==> src/rms_pkg.sv <==
// Shared types and constants for the rate monotonic scheduler.
`timescale 1ns / 1ps

package rms_pkg;

    // Register map, byte addresses are 8 * index
    localparam int ADDR_W = 5;
    localparam int DATA_W = 64;
    localparam logic [1:0] REG_TASK_COUNT = 2'd0;
    localparam logic [1:0] REG_EXEC_TIMES = 2'd1;
    localparam logic [1:0] REG_PERIODS    = 2'd2;

    // Stream widths
    localparam int IN_TDATA_W  = 8;
    localparam int OUT_TDATA_W = 48;

    typedef enum logic [1:0] {
        ST_IDLE,
        ST_SCAN,
        ST_FINISH
    } state_t;

    // Controller to datapath
    typedef struct packed {
        logic load;
        logic scan;
        logic finish;
    } cmd_t;

    // Datapath to controller
    typedef struct packed {
        logic scan_last;
    } status_t;

endpackage

==> src/rms_ctrl.sv <==
// Controller state machine: accept a tick, scan the tasks, publish the item.
`timescale 1ns / 1ps

module rms_ctrl (
    input  logic             clk,
    input  logic             rst_n,
    input  logic             in_valid,
    output logic             in_ready,
    output logic             out_valid,
    input  logic             out_ready,
    input  rms_pkg::status_t status,
    output rms_pkg::cmd_t    cmd
);

    rms_pkg::state_t state_reg;
    rms_pkg::state_t state_next;
    logic            out_valid_reg;
    logic            out_valid_next;
    logic            out_free;

    // Hold state and output valid
    always_ff @(posedge clk or negedge rst_n)
    begin
        if (!rst_n)
        begin
            state_reg     <= rms_pkg::ST_IDLE;
            out_valid_reg <= 1'b0;
        end
        else
        begin
            state_reg     <= state_next;
            out_valid_reg <= out_valid_next;
        end
    end

    assign out_free  = !out_valid_reg || out_ready;
    assign in_ready  = (state_reg == rms_pkg::ST_IDLE);
    assign out_valid = out_valid_reg;

    // Sequence the scan and hand results to the output register
    always_comb
    begin
        state_next     = state_reg;
        cmd            = '0;
        out_valid_next = out_valid_reg && !out_ready;
        unique case (state_reg)
            rms_pkg::ST_IDLE:
            begin
                if (in_valid)
                begin
                    cmd.load   = 1'b1;
                    state_next = rms_pkg::ST_SCAN;
                end
            end
            rms_pkg::ST_SCAN:
            begin
                cmd.scan = 1'b1;
                if (status.scan_last)
                begin
                    state_next = rms_pkg::ST_FINISH;
                end
            end
            rms_pkg::ST_FINISH:
            begin
                if (out_free)
                begin
                    cmd.finish     = 1'b1;
                    out_valid_next = 1'b1;
                    state_next     = rms_pkg::ST_IDLE;
                end
            end
            default:
            begin
                state_next = rms_pkg::ST_IDLE;
            end
        endcase
    end

endmodule

==> src/rms_dp.sv <==
// Datapath: task state, one-task-per-cycle release and selection, result register.
`timescale 1ns / 1ps

module rms_dp #(
    parameter int NUM_TASKS = 8
) (
    input  logic             clk,
    input  logic             rst_n,
    input  rms_pkg::cmd_t    cmd,
    output rms_pkg::status_t status,
    input  logic             restart,
    input  logic [3:0]       task_count,
    input  logic [63:0]      exec_times,
    input  logic [63:0]      periods,
    output logic [31:0]      tick_time,
    output logic [3:0]       run_task,
    output logic             idle,
    output logic [7:0]       missed_mask
);

    localparam int IDX_W = (NUM_TASKS > 1) ? $clog2(NUM_TASKS) : 1;
    localparam logic [IDX_W-1:0] LAST_IDX = IDX_W'(NUM_TASKS - 1);

    logic [7:0]           work_reg [NUM_TASKS];
    logic [7:0]           cd_reg   [NUM_TASKS];
    logic [31:0]          time_reg;
    logic                 restart_reg;
    logic [IDX_W-1:0]     idx_reg;
    logic [NUM_TASKS-1:0] missed_reg;
    logic                 found_reg;
    logic [IDX_W-1:0]     best_idx_reg;
    logic [7:0]           best_per_reg;
    logic [7:0]           best_work_reg;
    logic [31:0]          out_time_reg;
    logic [3:0]           out_task_reg;
    logic                 out_idle_reg;
    logic [7:0]           out_missed_reg;

    logic [5:0] fsel;
    logic [7:0] per;
    logic [7:0] exe;
    logic [7:0] wl;
    logic [7:0] cd;
    logic       en;
    logic       rel;
    logic [7:0] wl_next;
    logic [7:0] cd_next;
    logic       pick;

    // Evaluate the task under the scan index
    always_comb
    begin
        fsel    = 6'({idx_reg, 3'b000});
        per     = periods[fsel +: 8];
        exe     = exec_times[fsel +: 8];
        wl      = restart_reg ? 8'd0 : work_reg[idx_reg];
        cd      = restart_reg ? 8'd0 : cd_reg[idx_reg];
        en      = (4'(idx_reg) < task_count) && (per != 8'd0);
        rel     = en && (cd == 8'd0);
        wl_next = rel ? exe : wl;
        cd_next = rel ? per : cd;
        if (en && (cd_next != 8'd0))
        begin
            cd_next = cd_next - 8'd1;
        end
        pick    = en && (wl_next != 8'd0) && (!found_reg || (per < best_per_reg));
    end

    assign status.scan_last = (idx_reg == LAST_IDX);

    // Update per-task work and countdowns
    always_ff @(posedge clk or negedge rst_n)
    begin
        if (!rst_n)
        begin
            for (int i = 0; i < NUM_TASKS; i++)
            begin
                work_reg[i] <= 8'd0;
                cd_reg[i]   <= 8'd0;
            end
        end
        else if (cmd.scan)
        begin
            work_reg[idx_reg] <= wl_next;
            cd_reg[idx_reg]   <= cd_next;
        end
        else if (cmd.finish && found_reg)
        begin
            work_reg[best_idx_reg] <= best_work_reg - 8'd1;
        end
    end

    // Track time and scan control
    always_ff @(posedge clk or negedge rst_n)
    begin
        if (!rst_n)
        begin
            time_reg    <= 32'd0;
            restart_reg <= 1'b0;
            idx_reg     <= '0;
            found_reg   <= 1'b0;
            missed_reg  <= '0;
        end
        else
        begin
            if (cmd.load)
            begin
                restart_reg <= restart;
                idx_reg     <= '0;
                found_reg   <= 1'b0;
                missed_reg  <= '0;
                if (restart)
                begin
                    time_reg <= 32'd0;
                end
            end
            if (cmd.scan)
            begin
                idx_reg <= idx_reg + 1'b1;
                if (rel && (wl != 8'd0))
                begin
                    missed_reg[idx_reg] <= 1'b1;
                end
                if (pick)
                begin
                    found_reg <= 1'b1;
                end
            end
            if (cmd.finish)
            begin
                time_reg <= time_reg + 32'd1;
            end
        end
    end

    // Keep the best candidate so far
    always_ff @(posedge clk)
    begin
        if (cmd.scan && pick)
        begin
            best_idx_reg  <= idx_reg;
            best_per_reg  <= per;
            best_work_reg <= wl_next;
        end
    end

    // Capture the result item
    always_ff @(posedge clk)
    begin
        if (cmd.finish)
        begin
            out_time_reg   <= time_reg;
            out_task_reg   <= found_reg ? (4'(best_idx_reg) + 4'd1) : 4'd0;
            out_idle_reg   <= !found_reg;
            out_missed_reg <= 8'(missed_reg);
        end
    end

    assign tick_time   = out_time_reg;
    assign run_task    = out_task_reg;
    assign idle        = out_idle_reg;
    assign missed_mask = out_missed_reg;

endmodule

==> src/rate_monotonic_scheduler_core.sv <==
// Rate monotonic scheduler top level: config registers, streams, controller and datapath.
// A tick is accepted, the single-task scan loop visits one task entry per cycle, and
// the result is then published; publishing stalls while the output register still
// holds an unaccepted result, and no new tick is accepted during that stall.
// A new tick is accepted while the previous result still waits on the output.
// Reset (rst_n, async, active low) clears registers, time, work and countdowns.
`timescale 1ns / 1ps

module rate_monotonic_scheduler_core #(
    parameter int NUM_TASKS = 8
) (
    input  logic                             clk,
    input  logic                             rst_n,
    input  logic                             psel,
    input  logic                             penable,
    input  logic                             pwrite,
    input  logic [rms_pkg::ADDR_W-1:0]       paddr,
    input  logic [rms_pkg::DATA_W-1:0]       pwdata,
    output logic [rms_pkg::DATA_W-1:0]       prdata,
    output logic                             pready,
    input  logic                             s_axis_tvalid,
    output logic                             s_axis_tready,
    // [0] restart, [7:1] zero
    input  logic [rms_pkg::IN_TDATA_W-1:0]   s_axis_tdata,
    output logic                             m_axis_tvalid,
    input  logic                             m_axis_tready,
    // [31:0] tick_time, [35:32] run_task, [43:36] missed_mask, [47:44] zero
    output logic [rms_pkg::OUT_TDATA_W-1:0]  m_axis_tdata,
    // [0] idle
    output logic                             m_axis_tuser
);

    logic [3:0]       task_count_reg;
    logic [63:0]      exec_times_reg;
    logic [63:0]      periods_reg;
    logic             wr_en;
    logic [1:0]       reg_sel;
    rms_pkg::cmd_t    cmd;
    rms_pkg::status_t status;
    logic [31:0]      tick_time;
    logic [3:0]       run_task;
    logic             idle;
    logic [7:0]       missed_mask;

    assign pready  = 1'b1;
    assign wr_en   = psel && penable && pwrite && pready;
    assign reg_sel = paddr[4:3];

    // Write configuration registers
    always_ff @(posedge clk or negedge rst_n)
    begin
        if (!rst_n)
        begin
            task_count_reg <= 4'd0;
            exec_times_reg <= 64'd0;
            periods_reg    <= 64'd0;
        end
        else if (wr_en)
        begin
            unique case (reg_sel)
                rms_pkg::REG_TASK_COUNT: task_count_reg <= pwdata[3:0];
                rms_pkg::REG_EXEC_TIMES: exec_times_reg <= pwdata;
                rms_pkg::REG_PERIODS:    periods_reg    <= pwdata;
                default:                 ;
            endcase
        end
    end

    // Read back configuration registers
    always_comb
    begin
        unique case (reg_sel)
            rms_pkg::REG_TASK_COUNT: prdata = 64'(task_count_reg);
            rms_pkg::REG_EXEC_TIMES: prdata = exec_times_reg;
            rms_pkg::REG_PERIODS:    prdata = periods_reg;
            default:                 prdata = 64'd0;
        endcase
    end

    rms_ctrl u_ctrl (
        .clk       (clk),
        .rst_n     (rst_n),
        .in_valid  (s_axis_tvalid),
        .in_ready  (s_axis_tready),
        .out_valid (m_axis_tvalid),
        .out_ready (m_axis_tready),
        .status    (status),
        .cmd       (cmd)
    );

    rms_dp #(
        .NUM_TASKS (NUM_TASKS)
    ) u_dp (
        .clk         (clk),
        .rst_n       (rst_n),
        .cmd         (cmd),
        .status      (status),
        .restart     (s_axis_tdata[0]),
        .task_count  (task_count_reg),
        .exec_times  (exec_times_reg),
        .periods     (periods_reg),
        .tick_time   (tick_time),
        .run_task    (run_task),
        .idle        (idle),
        .missed_mask (missed_mask)
    );

    assign m_axis_tdata = {4'd0, missed_mask, run_task, tick_time};
    assign m_axis_tuser = idle;

`ifndef SYNTHESIS
    // A published item is idle exactly when no task number is reported
    assert property (@(posedge clk) disable iff (!rst_n)
        m_axis_tvalid |-> ((run_task == 4'd0) == idle))
        else $error("idle flag disagrees with run_task");

    // Only one tick is in work at a time
    assert property (@(posedge clk) disable iff (!rst_n)
        (s_axis_tvalid && s_axis_tready) |=> !s_axis_tready)
        else $error("input accepted during a scan");

    // Reported task number stays within the configured task range
    assert property (@(posedge clk) disable iff (!rst_n)
        m_axis_tvalid |-> (32'(run_task) <= 32'(NUM_TASKS)))
        else $error("run_task beyond NUM_TASKS");
`endif

endmodule
==> config.mk <==
export PLATFORM = sky130hd
export DESIGN_NAME = rate_monotonic_scheduler_core
export DESIGN_NICKNAME = d
export VERILOG_FILES = /design/src/rms_pkg.sv /design/src/rms_ctrl.sv /design/src/rms_dp.sv /design/src/rate_monotonic_scheduler_core.sv
export SDC_FILE = /design/constraint.sdc
export NUM_CORES = 1
export LEC_CHECK = 0
export ABC_AREA = 1
export BUFFER_PORTS_ARGS = -buffer_cell sky130_fd_sc_hd__buf_2
export CAP_MARGIN = 20
export CORE_ASPECT_RATIO = 1.2
export CORE_MARGIN = 2
export CORE_UTILIZATION = 59
export CTS_BUF_LIST = sky130_fd_sc_hd__clkbuf_8 sky130_fd_sc_hd__clkbuf_16
export DETAILED_ROUTE_END_ITERATION = 6
export PLACE_DENSITY = 0.79
export REMOVE_ABC_BUFFERS = 1
export SKIP_LAST_GASP = 1
export SYNTH_ARGS = -nofsm -noshare
export SYNTH_HDL_FRONTEND = slang
export SYNTH_SLANG_ARGS = --single-unit
==> constraint.sdc <==
create_clock -name clk -period 3.9 [get_ports clk]
set_input_delay 0.195 -clock clk [delete_from_list [all_inputs] [get_ports clk]]
set_output_delay 0.195 -clock clk [all_outputs]
set_load 0.02 [all_outputs]
[Word-level counts from Yosys, hierarchy flattened]
Index checks and enable logic that the tools add are counted.
Word-level totals
  register bits after elaboration: 372
  input port bits: 84
Cells by class
  add/sub/neg operators: 5
  order comparisons: 8
  equality and inequality tests: 8
  shift-type cells: 2
  multiplexer cells: 45
  bitwise gates (word level): 3
  reductions and logical operators: 35
Operator list (number)
  $bwmux 64: 3
  $pmux 64 s3: 1
  $mux 64: 2
  $shiftx 64x7->8: 2
  $mux 8: 14
  $mux 32: 3
  $bmux 8 s3: 2
  $demux 8 s3: 2
  $add 32x1->32 const B: 1
  $reduce_bool 8->1: 4
  $sub 8x1->8 const B: 2
  $logic_and 1x1->1: 14
  $mux 1: 11
  $ge 4x4->1 const B: 2
  $logic_not 8->1: 1
  $lt 4x1->1 const B: 2
  $lt 8x8->1: 1
  $not 3->4: 2
  $or 8x8->8: 1
  $reduce_and 2->1: 4
  $reduce_bool 2->1: 4
  $mux 2: 3
  $mux 3: 2
  $pmux 2 s3: 1
  other kinds (15): 22

[Longest topological paths before layout]
Gate-level depths: netlist of run 1.
  word-level depth: 13
  mapped depth: 26
  gate-level depth less buffers: 24

[Hierarchy]
From an unflattened synthesis of run 1, not the netlist that was laid out.
Unflattened totals
  cells, all modules: 2554
  area, all modules: 19368.6 um2
Modules (own cells, without submodules)
  rms_dp: times used 1, cells each 1746, area an instance 13097.6 um2
  rate_monotonic_scheduler_core: times used 1, cells each 787, area an instance 6124.6 um2
  rms_ctrl: times used 1, cells each 21, area an instance 146.4 um2

[Least setup slack after synthesis of run 1]
No wires, ideal clock.
  path type: register to register
  from: reg u_ctrl.out_valid_reg, in the netlist u_ctrl.out_valid
  to: reg u_dp.time_reg[27]
  library setup time: 0.079 ns
  arrival time: 3.144 ns
  setup slack: 0.677 ns
  cell stages (with the launch flop): 16
  path through: dfrtp_1 inv_1 nor2_1 inv_1 nand2_1 clkinv_1 nand4_1 nor3_1 nand2_1 nor2_1 nand2_1 nor2_1 nand2_1 nor2_1 nand2_1 mux2i_1
RTL lines
  start: declaration: line rms_ctrl.sv:17  | logic out_valid_reg;
  start signal: assignment: line rms_ctrl.sv:32  | out_valid_reg <= out_valid_next;
  end signal: assignment: line rms_dp.sv:131  | time_reg <= time_reg + 32'd1;
  end: declaration: line rms_dp.sv:26  | logic [31:0] time_reg;

[Worst setup path in the final report of run 1]
  from: reg u_dp.idx_reg[1]
  to: reg u_dp.best_work_reg[1], enable pin
Between the ends
  longest elaborated chain between the ends: 12
  elaborated cells between the ends (all ways): 23
Ends and longest elaborated chain
  start: declaration: line rms_dp.sv:28  | logic [IDX_W-1:0] idx_reg;
  start signal: assignment: line rms_dp.sv:119  | idx_reg <= idx_reg + 1'b1;
  branches (longest 10 deep; another with $shiftx 64x7->8)
  $logic_and 1x1->1 (*): line rms_dp.sv:66  | pick = en && (wl_next != 8'd0) && (!found_reg || (per < best_per_reg));
  $logic_and 1x1->1 (*): line rms_dp.sv:139  | if (cmd.scan && pick)
  end signal: assignment: line rms_dp.sv:143  | best_work_reg <= wl_next;
  end: declaration: line rms_dp.sv:33  | logic [7:0] best_work_reg;
Mark *: on every way between the ends. The select of a mux whose other input is x is not followed.
A chain may end at the register's enable or synchronous reset.

==> flow_results.xml, run 1 <==
<?xml version="1.0" encoding="UTF-8"?>
<metrics>
  <group name="power_and_ir_drop">
    <metric name="pwr-share-clk" unit="">0.183</metric>
    <metric name="net-switching-power" unit="µW">9570</metric>
    <metric name="power_switching_share" unit="">0.479</metric>
    <metric name="power-per-cell-area" unit="mW/mm²">914</metric>
    <metric name="pwr-share-seq" unit="">0.300</metric>
    <metric name="leakage" unit="µW">0.0104</metric>
    <metric name="comb_power_share" unit="">0.517</metric>
    <metric name="power_report.internal_total" unit="µW">10400</metric>
    <metric name="ir_worst_vdd" unit="V">0.000781</metric>
  </group>
  <group name="detailed_routing">
    <metric name="first_pass_iters" unit="">6</metric>
    <metric name="detailedRoute.firstIterationViolations" unit="">1928</metric>
    <metric name="ant_nets" unit="">0</metric>
    <metric name="vias_per_cell" unit="">5.88</metric>
    <metric name="drt_drc_violations_left" unit="">0</metric>
    <metric name="route.detailed.wl_per_inst" unit="µm">18.3</metric>
    <metric name="drt_wirelength" unit="µm">54900</metric>
    <metric name="routed-via-count" unit="">17600</metric>
  </group>
  <group name="timing">
    <metric name="setup_viol" unit="">0</metric>
    <metric name="finalWorstPathRequiredPeriod" unit="ns">3.60</metric>
    <metric name="timing_max_transition_violations_final" unit="">0</metric>
    <metric name="hold_viol_final" unit="">0</metric>
    <metric name="timing_worst_slew_pin_value" unit="ns">1.03</metric>
    <metric name="rsz0062_at_grt" unit="">true</metric>
    <metric name="fin_skew" unit="ns">0.0210</metric>
    <metric name="post-route-worst-setup-slack" unit="ns">0.303</metric>
    <metric name="setup-tns-final" unit="ns">0</metric>
    <metric name="final.period_utilization" unit="">0.922</metric>
    <metric name="clock.fmax" unit="MHz">278</metric>
    <metric name="timing.max_slew.rel_slack" unit="">0.312</metric>
  </group>
  <group name="clock_tree">
    <metric name="numCtsBuffers" unit="">38</metric>
    <metric name="cts_tree" unit="">yes</metric>
    <metric name="insertion_delay" unit="ns">0.55</metric>
    <metric name="cts-htree-levels" unit="">2</metric>
    <metric name="cts_post_setup_buffers_inserted" unit="">0</metric>
    <metric name="clk_transition_reported_paths" unit="ns">0.06</metric>
    <metric name="maximum_clock_insertion_buffer_count" unit="">3</metric>
    <metric name="cts-root-buf" unit="">sky130_fd_sc_hd__clkbuf_16</metric>
    <metric name="clock_sink_count" unit="">372</metric>
  </group>
  <group name="global_routing">
    <metric name="largest_net_degree_at_the_start_of_global_routing" unit="">129</metric>
    <metric name="overflow" unit="">0</metric>
    <metric name="grt_first_pass_wirelength" unit="µm">88700</metric>
    <metric name="antenna_found_initial" unit="">0</metric>
    <metric name="grtUsageTotal" unit="">0.344</metric>
    <metric name="grt_pass1_vias" unit="">17200</metric>
  </group>
  <group name="floorplanning">
    <metric name="boundaryPins" unit="">200</metric>
    <metric name="die-width" unit="µm">165</metric>
    <metric name="die_height" unit="µm">198</metric>
    <metric name="starting_density" unit="">0.602</metric>
    <metric name="standard_cell_rows" unit="">70</metric>
    <metric name="dieArea" unit="mm²">0.0327</metric>
    <metric name="core_box_area" unit="mm²">0.0307</metric>
  </group>
  <group name="yosys">
    <metric name="synthSimpleGateAreaFrac" unit="">0.231</metric>
    <metric name="synthAdderAreaFrac" unit="">0.0108</metric>
    <metric name="synthXorXnorAreaFrac" unit="">0.00380</metric>
    <metric name="synthesis.area_per_instance" unit="µm²">7.91</metric>
    <metric name="synth.cells.most_frequent" unit="">sky130_fd_sc_hd__nand2_1 (682), sky130_fd_sc_hd__dfrtp_1 (308), sky130_fd_sc_hd__inv_1 (238), sky130_fd_sc_hd__o21ai_0 (222), sky130_fd_sc_hd__nor2_1 (197)</metric>
    <metric name="synthesis.instances" unit="">2334</metric>
    <metric name="synth_async_sr_flop_share" unit="">0.828</metric>
    <metric name="synth_top_family_by_area" unit="">simple AND/OR/NAND/NOR gates</metric>
    <metric name="synth-compound-area-share" unit="">0.148</metric>
    <metric name="synth_enable_flop_cells" unit="">64</metric>
    <metric name="seq_area_frac_synth" unit="">0.522</metric>
    <metric name="ys_ff_latch" unit="">372</metric>
    <metric name="synth.area.mux_share" unit="">0.00386</metric>
    <metric name="syn_area" unit="mm²">0.0185</metric>
    <metric name="synth_flop_cell" unit="">sky130_fd_sc_hd__dfrtp_1</metric>
    <metric name="synthDominantCellAreaShare" unit="">0.417</metric>
    <metric name="netlist.top_cell.by_area" unit="">sky130_fd_sc_hd__dfrtp_1</metric>
    <metric name="total_of_warnings_raised_by_yosys" unit="">0</metric>
    <metric name="synth.most_common_cell" unit="">sky130_fd_sc_hd__nand2_1</metric>
    <metric name="synth.distinct_cells" unit="">48</metric>
    <metric name="synth.top_cells.by_area" unit="">sky130_fd_sc_hd__dfrtp_1 (42%), sky130_fd_sc_hd__nand2_1 (14%), sky130_fd_sc_hd__edfxtp_1 (10%)</metric>
  </group>
  <group name="cells_and_area">
    <metric name="nFillCells" unit="">2345</metric>
    <metric name="stdcell_count" unit="">3000</metric>
    <metric name="finalNetCount" unit="">2674</metric>
    <metric name="utilization_of_the_core_after_routing" unit="">0.714</metric>
    <metric name="layout-area-overhead-vs-synth" unit="%">18.5</metric>
    <metric name="post_route_cells_drive_above_1_share" unit="">0.129</metric>
    <metric name="total_inserted_antenna_cells" unit="">0</metric>
  </group>
  <group name="place">
    <metric name="port_buffers" unit="">184</metric>
    <metric name="post-dp-hpwl" unit="µm">35400</metric>
    <metric name="gpl.final_weighted_congestion" unit="">0.942</metric>
    <metric name="placed_cells" unit="">2863</metric>
    <metric name="dpl_worst_slack" unit="ns">0.141</metric>
  </group>
  <group name="setup_path">
    <metric name="worst_stage_delay_on_the_critical_path" unit="ns">0.54</metric>
    <metric name="timing.critical_path.arrival" unit="ns">3.88</metric>
    <metric name="timing.critical_path.mode_cell" unit="">sky130_fd_sc_hd__nand2_1</metric>
    <metric name="slowest_stage" unit="">sky130_fd_sc_hd__dfrtp_1</metric>
    <metric name="start_kind" unit="">flop</metric>
    <metric name="path_cells" unit="">inv_2 -&gt; nand2_1 -&gt; nor2_2 -&gt; nand2_1 -&gt; nand2_1 -&gt; nor2_1 -&gt; nor2_1 -&gt; nor2_1 -&gt; nand2_1 -&gt; nor2_1 -&gt; nand2_1 -&gt; nand2_1 -&gt; nand2_1 -&gt; nand2_1 -&gt; nor3_1 -&gt; nand2_1 -&gt; nand3_1 -&gt; inv_1 -&gt; buf_4</metric>
    <metric name="path_max_fanout" unit="">11</metric>
    <metric name="worstSetupPathType" unit="">reg2reg</metric>
    <metric name="cp_top_family" unit="">simple AND/OR/NAND/NOR gates</metric>
    <metric name="worstPathRequired" unit="ns">4.19</metric>
    <metric name="end_kind" unit="">flop</metric>
    <metric name="cp.buffers_inverters" unit="">3</metric>
  </group>
  <group name="run">
    <metric name="cap_violations" unit="">0</metric>
  </group>
  <group name="min_path">
    <metric name="worst_hold_path_type" unit="">in2reg</metric>
  </group>
  <group name="status">
    <metric name="status" unit="">complete, no violations</metric>
  </group>
</metrics>
-- cells in the final DEF, fill, tap and decap left out, drive strengths merged, types with 5 or more instances in the layout --
| master | Yosys | layout |
|---|---|---|
| inv | 245 | 253 |
| nand3 | 128 | 128 |
| clkinv | 23 | 39 |
| dfrtp | 308 | 308 |
| o221ai | 7 | 7 |
| buf | 43 | 234 |
| nand4 | 14 | 14 |
| edfxtp | 64 | 64 |
| a21oi | 143 | 143 |
| o21ai | 236 | 236 |
| mux2i | 6 | 6 |
| xor2 | 7 | 7 |
| or2 | 7 | 7 |
| o22ai | 70 | 70 |
| clkbuf | 61 | 43 |
| ha | 16 | 16 |
| nor2 | 204 | 204 |
| conb | 2 | 5 |
| o211ai | 10 | 10 |
| nor3 | 10 | 10 |
| dlygate4sd3 | 0 | 67 |
| nand2 | 691 | 691 |
| a31oi | 19 | 19 |
-- repair_timing --
item	in CTS	in global routing
gates resized for setup	0	5
hold buffers	67	0
endpoints found under the hold margin	236	0
setup endpoints to repair	0	84
-- per-layer routing --
layer	track usage	vias to the layer above	share of wire
met5	0	-	0
met4	0.157	0	0.047
met3	0.0572	190	0.089
met2	0.568	1019	0.48
met1	0.445	8340	0.38
li1	-	8092	-
-- power by group through the flow --
stage	clock network (µW)	registers (µW)	logic, µW
5_1_grt	3850	6110	11300
3_3_place_gp	0	5980	9700
4_1_cts	3680	5960	10100
3_5_place_dp	0	6020	9940
6_report	3650	6000	10300
2_1_floorplan	0	5990	6230
-- area by class of cell --
class                   count  area, µm²  share of cell area
clock buffers              43       1030              0.0471
clock inverters            27        221              0.0101
inverters                 268       1010              0.0461
multi-input cells        1593       7390               0.338
flip-flops and latches    372       9630               0.440
well taps                 396        495              0.0226
repair buffers            301       2100              0.0961
-- metrics by stage --
step / total power [µW] / instance area [µm²] / hold WS [ns]
2_1_floorplan: 12200 / 18000 / -0.101
3_3_place_gp: 15700 / 19900 / 0.308
3_5_place_dp: 16000 / 19900 / 0.310
4_1_cts: 19700 / 21900 / 0.132
5_1_grt: 21300 / 21900 / 0.193
6_report: 20000 / 21900 / 0.162
-- logic make-up (layout without fill, tap and decap cells) --
| logic type | Yosys count | after routing |
|---|---|---|
| AOI/OAI and AO/OA | 498 | 498 |
| xor gates and xnor gates | 8 | 8 |
| adders and majority gates | 16 | 16 |
| buffers and inverters | 372 | 639 |
| DFF | 372 | 372 |
| muxes | 7 | 7 |
| other | 2 | 5 |
| and+or+nand+nor | 1059 | 1059 |
-- worst paths after layout --
| kind | depth (start not counted) | slack [ns] | to | start |
|---|---|---|---|---|
| worst max-delay path | 19 | 0.30 | u_dp.best_work_reg[1] | u_dp.idx_reg[1] |
| worst max register to register | 19 | 0.30 | u_dp.best_work_reg[1] | u_dp.idx_reg[1] |
| worst min-delay path | 3 | 0.16 | task_count_reg[1] | pwrite |
| worst min register to register | 0 | 0.45 | u_dp.missed_mask[7] | u_dp.missed_reg[7] |
| min in group asynchronous | 2 | 0.31 | u_dp.time_reg[2] | rst_n |
| max in group asynchronous | 3 | 2.59 | u_dp.work_reg[10] | rst_n |
-- worst register-to-register path: stages, from the launching register on --
cell and delay (ns):
sky130_fd_sc_hd__dfrtp_1 0.54, sky130_fd_sc_hd__inv_2 0.25, sky130_fd_sc_hd__nand2_1 0.17, sky130_fd_sc_hd__nor2_2 0.48, sky130_fd_sc_hd__nand2_1 0.11, sky130_fd_sc_hd__nand2_1 0.11
sky130_fd_sc_hd__nor2_1 0.05, sky130_fd_sc_hd__nor2_1 0.13, sky130_fd_sc_hd__nor2_1 0.06, sky130_fd_sc_hd__nand2_1 0.06, sky130_fd_sc_hd__nor2_1 0.07, sky130_fd_sc_hd__nand2_1 0.30
sky130_fd_sc_hd__nand2_1 0.10, sky130_fd_sc_hd__nand2_1 0.17, sky130_fd_sc_hd__nand2_1 0.07, sky130_fd_sc_hd__nor3_1 0.17, sky130_fd_sc_hd__nand2_1 0.09, sky130_fd_sc_hd__nand3_1 0.13
sky130_fd_sc_hd__inv_1 0.08, sky130_fd_sc_hd__buf_4 0.19
(Power assumes the default switching activity.)
==> run 2: changes to the inputs <==
--- a/config.mk
+++ b/config.mk
@@ -9,7 +9,7 @@
 export BUFFER_PORTS_ARGS = -buffer_cell sky130_fd_sc_hd__buf_2
 export CAP_MARGIN = 20
 export CORE_ASPECT_RATIO = 1.2
-export CORE_MARGIN = 2
+export CORE_MARGIN = 3
 export CORE_UTILIZATION = 59
 export CTS_BUF_LIST = sky130_fd_sc_hd__clkbuf_8 sky130_fd_sc_hd__clkbuf_16
 export DETAILED_ROUTE_END_ITERATION = 6
==> flow_results.xml, run 2 (same netlist as run 1, synthesis figures left out) <==
<?xml version="1.0" encoding="UTF-8"?>
<metrics>
  <group name="setup_path">
    <metric name="path_max_fanout" unit="">19</metric>
    <metric name="start_kind" unit="">flop</metric>
    <metric name="setup.reg_to_reg.worst_slack" unit="ns">0.19</metric>
    <metric name="worstSetupPathType" unit="">reg2reg</metric>
    <metric name="count_of_cells_along_the_worst_register_to_register_path" unit="">14</metric>
    <metric name="timing.rr.end" unit="">u_dp.best_work_reg[3]</metric>
    <metric name="reg_to_reg_startpoint" unit="">u_dp.idx_reg[2]</metric>
    <metric name="timing.critical_path.arrival" unit="ns">3.92</metric>
    <metric name="end_kind" unit="">flop</metric>
    <metric name="worstPathRequired" unit="ns">4.11</metric>
  </group>
  <group name="timing">
    <metric name="timing_max_transition_violations_final" unit="">0</metric>
    <metric name="hold_viol_final" unit="">0</metric>
    <metric name="setup-tns-final" unit="ns">0</metric>
    <metric name="finalWorstPathRequiredPeriod" unit="ns">3.71</metric>
    <metric name="timing_worst_slew_pin_value" unit="ns">0.967</metric>
    <metric name="rsz0062_at_grt" unit="">false</metric>
    <metric name="setup_viol" unit="">0</metric>
    <metric name="final.period_utilization" unit="">0.950</metric>
    <metric name="fin_skew" unit="ns">0.0175</metric>
    <metric name="timing.max_slew.rel_slack" unit="">0.353</metric>
    <metric name="clock.fmax" unit="MHz">270</metric>
  </group>
  <group name="floorplanning">
    <metric name="standard_cell_rows" unit="">70</metric>
    <metric name="die_height" unit="µm">200</metric>
    <metric name="dieArea" unit="mm²">0.0335</metric>
    <metric name="starting_density" unit="">0.602</metric>
    <metric name="boundaryPins" unit="">200</metric>
    <metric name="die-width" unit="µm">167</metric>
    <metric name="core_box_area" unit="mm²">0.0307</metric>
  </group>
  <group name="clock_tree">
    <metric name="numCtsBuffers" unit="">39</metric>
    <metric name="insertion_delay" unit="ns">0.54</metric>
    <metric name="cts_tree" unit="">yes</metric>
    <metric name="cts-htree-levels" unit="">2</metric>
    <metric name="maximum_clock_insertion_buffer_count" unit="">3</metric>
    <metric name="cts_post_setup_buffers_inserted" unit="">0</metric>
    <metric name="cts-root-buf" unit="">sky130_fd_sc_hd__clkbuf_16</metric>
    <metric name="clk_transition_reported_paths" unit="ns">0.06</metric>
    <metric name="clock_sink_count" unit="">372</metric>
  </group>
  <group name="global_routing">
    <metric name="overflow" unit="">0</metric>
    <metric name="grt_pass1_vias" unit="">17200</metric>
    <metric name="largest_net_degree_at_the_start_of_global_routing" unit="">129</metric>
    <metric name="grt_first_pass_wirelength" unit="µm">89900</metric>
    <metric name="grtUsageTotal" unit="">0.334</metric>
    <metric name="antenna_found_initial" unit="">1</metric>
  </group>
  <group name="cells_and_area">
    <metric name="total_inserted_antenna_cells" unit="">0</metric>
    <metric name="most-common-layout-cells" unit="">sky130_fd_sc_hd__nand2_1 (681), sky130_fd_sc_hd__dfrtp_1 (307), sky130_fd_sc_hd__inv_1 (247)</metric>
    <metric name="utilization_of_the_core_after_routing" unit="">0.714</metric>
    <metric name="post_route_cells_drive_above_1_share" unit="">0.131</metric>
    <metric name="post-route-cell-area" unit="mm²">0.0219</metric>
    <metric name="most_frequent_standard_cell_in_the_layout_excluding_fill_and_tap_cells" unit="">sky130_fd_sc_hd__nand2_1</metric>
    <metric name="nFillCells" unit="">2365</metric>
    <metric name="layout-area-overhead-vs-synth" unit="%">18.6</metric>
    <metric name="finalNetCount" unit="">2680</metric>
  </group>
  <group name="power_and_ir_drop">
    <metric name="comb_power_share" unit="">0.517</metric>
    <metric name="power_switching_share" unit="">0.480</metric>
    <metric name="leakage" unit="µW">0.0105</metric>
    <metric name="fin_total_pwr" unit="µW">20000</metric>
    <metric name="pwr-share-seq" unit="">0.299</metric>
    <metric name="pwr-share-clk" unit="">0.184</metric>
    <metric name="power-per-cell-area" unit="mW/mm²">914</metric>
    <metric name="power_report.internal_total" unit="µW">10400</metric>
    <metric name="ir_worst_vdd" unit="V">0.000692</metric>
    <metric name="net-switching-power" unit="µW">9600</metric>
  </group>
  <group name="place">
    <metric name="port_buffers" unit="">184</metric>
    <metric name="gpl.final_weighted_congestion" unit="">0.925</metric>
    <metric name="postPlaceCellArea" unit="mm²">0.0200</metric>
    <metric name="post-dp-hpwl" unit="µm">36200</metric>
  </group>
  <group name="min_path">
    <metric name="min_to" unit="">u_ctrl.out_valid</metric>
    <metric name="min_from" unit="">m_axis_tready</metric>
    <metric name="hold_depth" unit="">4</metric>
    <metric name="worst_hold_path_type" unit="">in2reg</metric>
  </group>
  <group name="detailed_routing">
    <metric name="first_pass_iters" unit="">6</metric>
    <metric name="vias_per_cell" unit="">5.90</metric>
    <metric name="drt_wirelength" unit="µm">56500</metric>
    <metric name="drt_drc_violations_left" unit="">0</metric>
    <metric name="route.detailed.wl_per_inst" unit="µm">18.8</metric>
    <metric name="detailedRoute.firstIterationViolations" unit="">2115</metric>
    <metric name="routed-via-count" unit="">17700</metric>
    <metric name="ant_nets" unit="">0</metric>
  </group>
  <group name="run">
    <metric name="cap_violations" unit="">0</metric>
  </group>
  <group name="status">
    <metric name="status" unit="">complete, no violations</metric>
  </group>
</metrics>
run 2: changes by cell type in the layout (fill, tap and decap cells not counted), sizes merged:
cell,before,now
clkinv,39,31
buf,234,240
clkbuf,43,49
inv,253,256
bufinv,3,1
dlygate4sd3,67,66
run 2: critical path: stages (launching register included):
cell                       delay (ns)
sky130_fd_sc_hd__dfrtp_1         0.53
sky130_fd_sc_hd__inv_2           0.24
sky130_fd_sc_hd__nand2_1         0.16
sky130_fd_sc_hd__nor2_2          0.48
sky130_fd_sc_hd__inv_1           0.44
sky130_fd_sc_hd__o221ai_1        0.32
sky130_fd_sc_hd__o21ai_0         0.22
sky130_fd_sc_hd__nand2_1         0.14
sky130_fd_sc_hd__nand2_1         0.09
sky130_fd_sc_hd__nand2_1         0.09
sky130_fd_sc_hd__nor3_1          0.04
sky130_fd_sc_hd__nand2_1         0.08
sky130_fd_sc_hd__nand3_1         0.15
sky130_fd_sc_hd__inv_1           0.09
sky130_fd_sc_hd__buf_4           0.29
run 2: how the worst max path moves through the flow:
| stage | from | to | cells after the start |
|---|---|---|---|
| after floorplan | u_dp.idx_reg[0] | u_dp.best_idx_reg[0] | 18 |
| after global placement | u_dp.idx_reg[2] | u_dp.best_work_reg[4] | 18 |
| after detailed placement | u_dp.idx_reg[2] | u_dp.best_work_reg[2] | 18 |
| after CTS | u_dp.idx_reg[2] | u_dp.best_work_reg[7] | 18 |
| after global routing | u_dp.idx_reg[2] | u_dp.cd_reg[33] | 21 |
| final | u_dp.idx_reg[2] | u_dp.best_work_reg[3] | 14 |
run 2: per-layer routing:
layer  track usage  routed length, µm
met5             0                 13
met3        0.0654               5690
met4         0.158               2820
met1         0.417              20800
met2         0.569              27200
run 2: timing repair:
item | CTS | global route
resized for setup | 0 | 5
hold endpoints to repair | 201 | 0
endpoints found under the setup margin | 0 | 75
hold buffers | 66 | 0
run 2: final cells by class:
type | instances | area, µm² | share of cell area
clock buffers | 49 | 1140 | 0.0519
clock inverters | 20 | 116 | 0.00532
inverters | 268 | 1010 | 0.0461
multi-input cells | 1593 | 7380 | 0.337
flip-flops and latches | 372 | 9630 | 0.440
well taps | 396 | 495 | 0.0226
repair buffers | 306 | 2120 | 0.0967
run 2: through the flow:
| stage | worst slack, ns | hold WS, ns | std cells |
|---|---|---|---|
| 3_5_place_dp | 0.292 | 0.213 | 2869 |
| 2_1_floorplan | -2.11 | -0.101 | 2233 |
| 6_report | 0.194 | 0.0430 | 3004 |
| 3_3_place_gp | 0.352 | 0.216 | 2869 |
| 4_1_cts | 0.265 | 0.0226 | 3004 |
| 5_1_grt | 0.00788 | 0.0442 | 3004 |
run 2: power groups by stage:
stage	clock (µW)	combinational, µW	sequential, µW
CTS	3690	10100	5950
floorplan	0	6230	5990
detailed placement	0	9930	6010
global placement	0	9740	5950
global route	3840	11300	6090
finish	3670	10400	5980
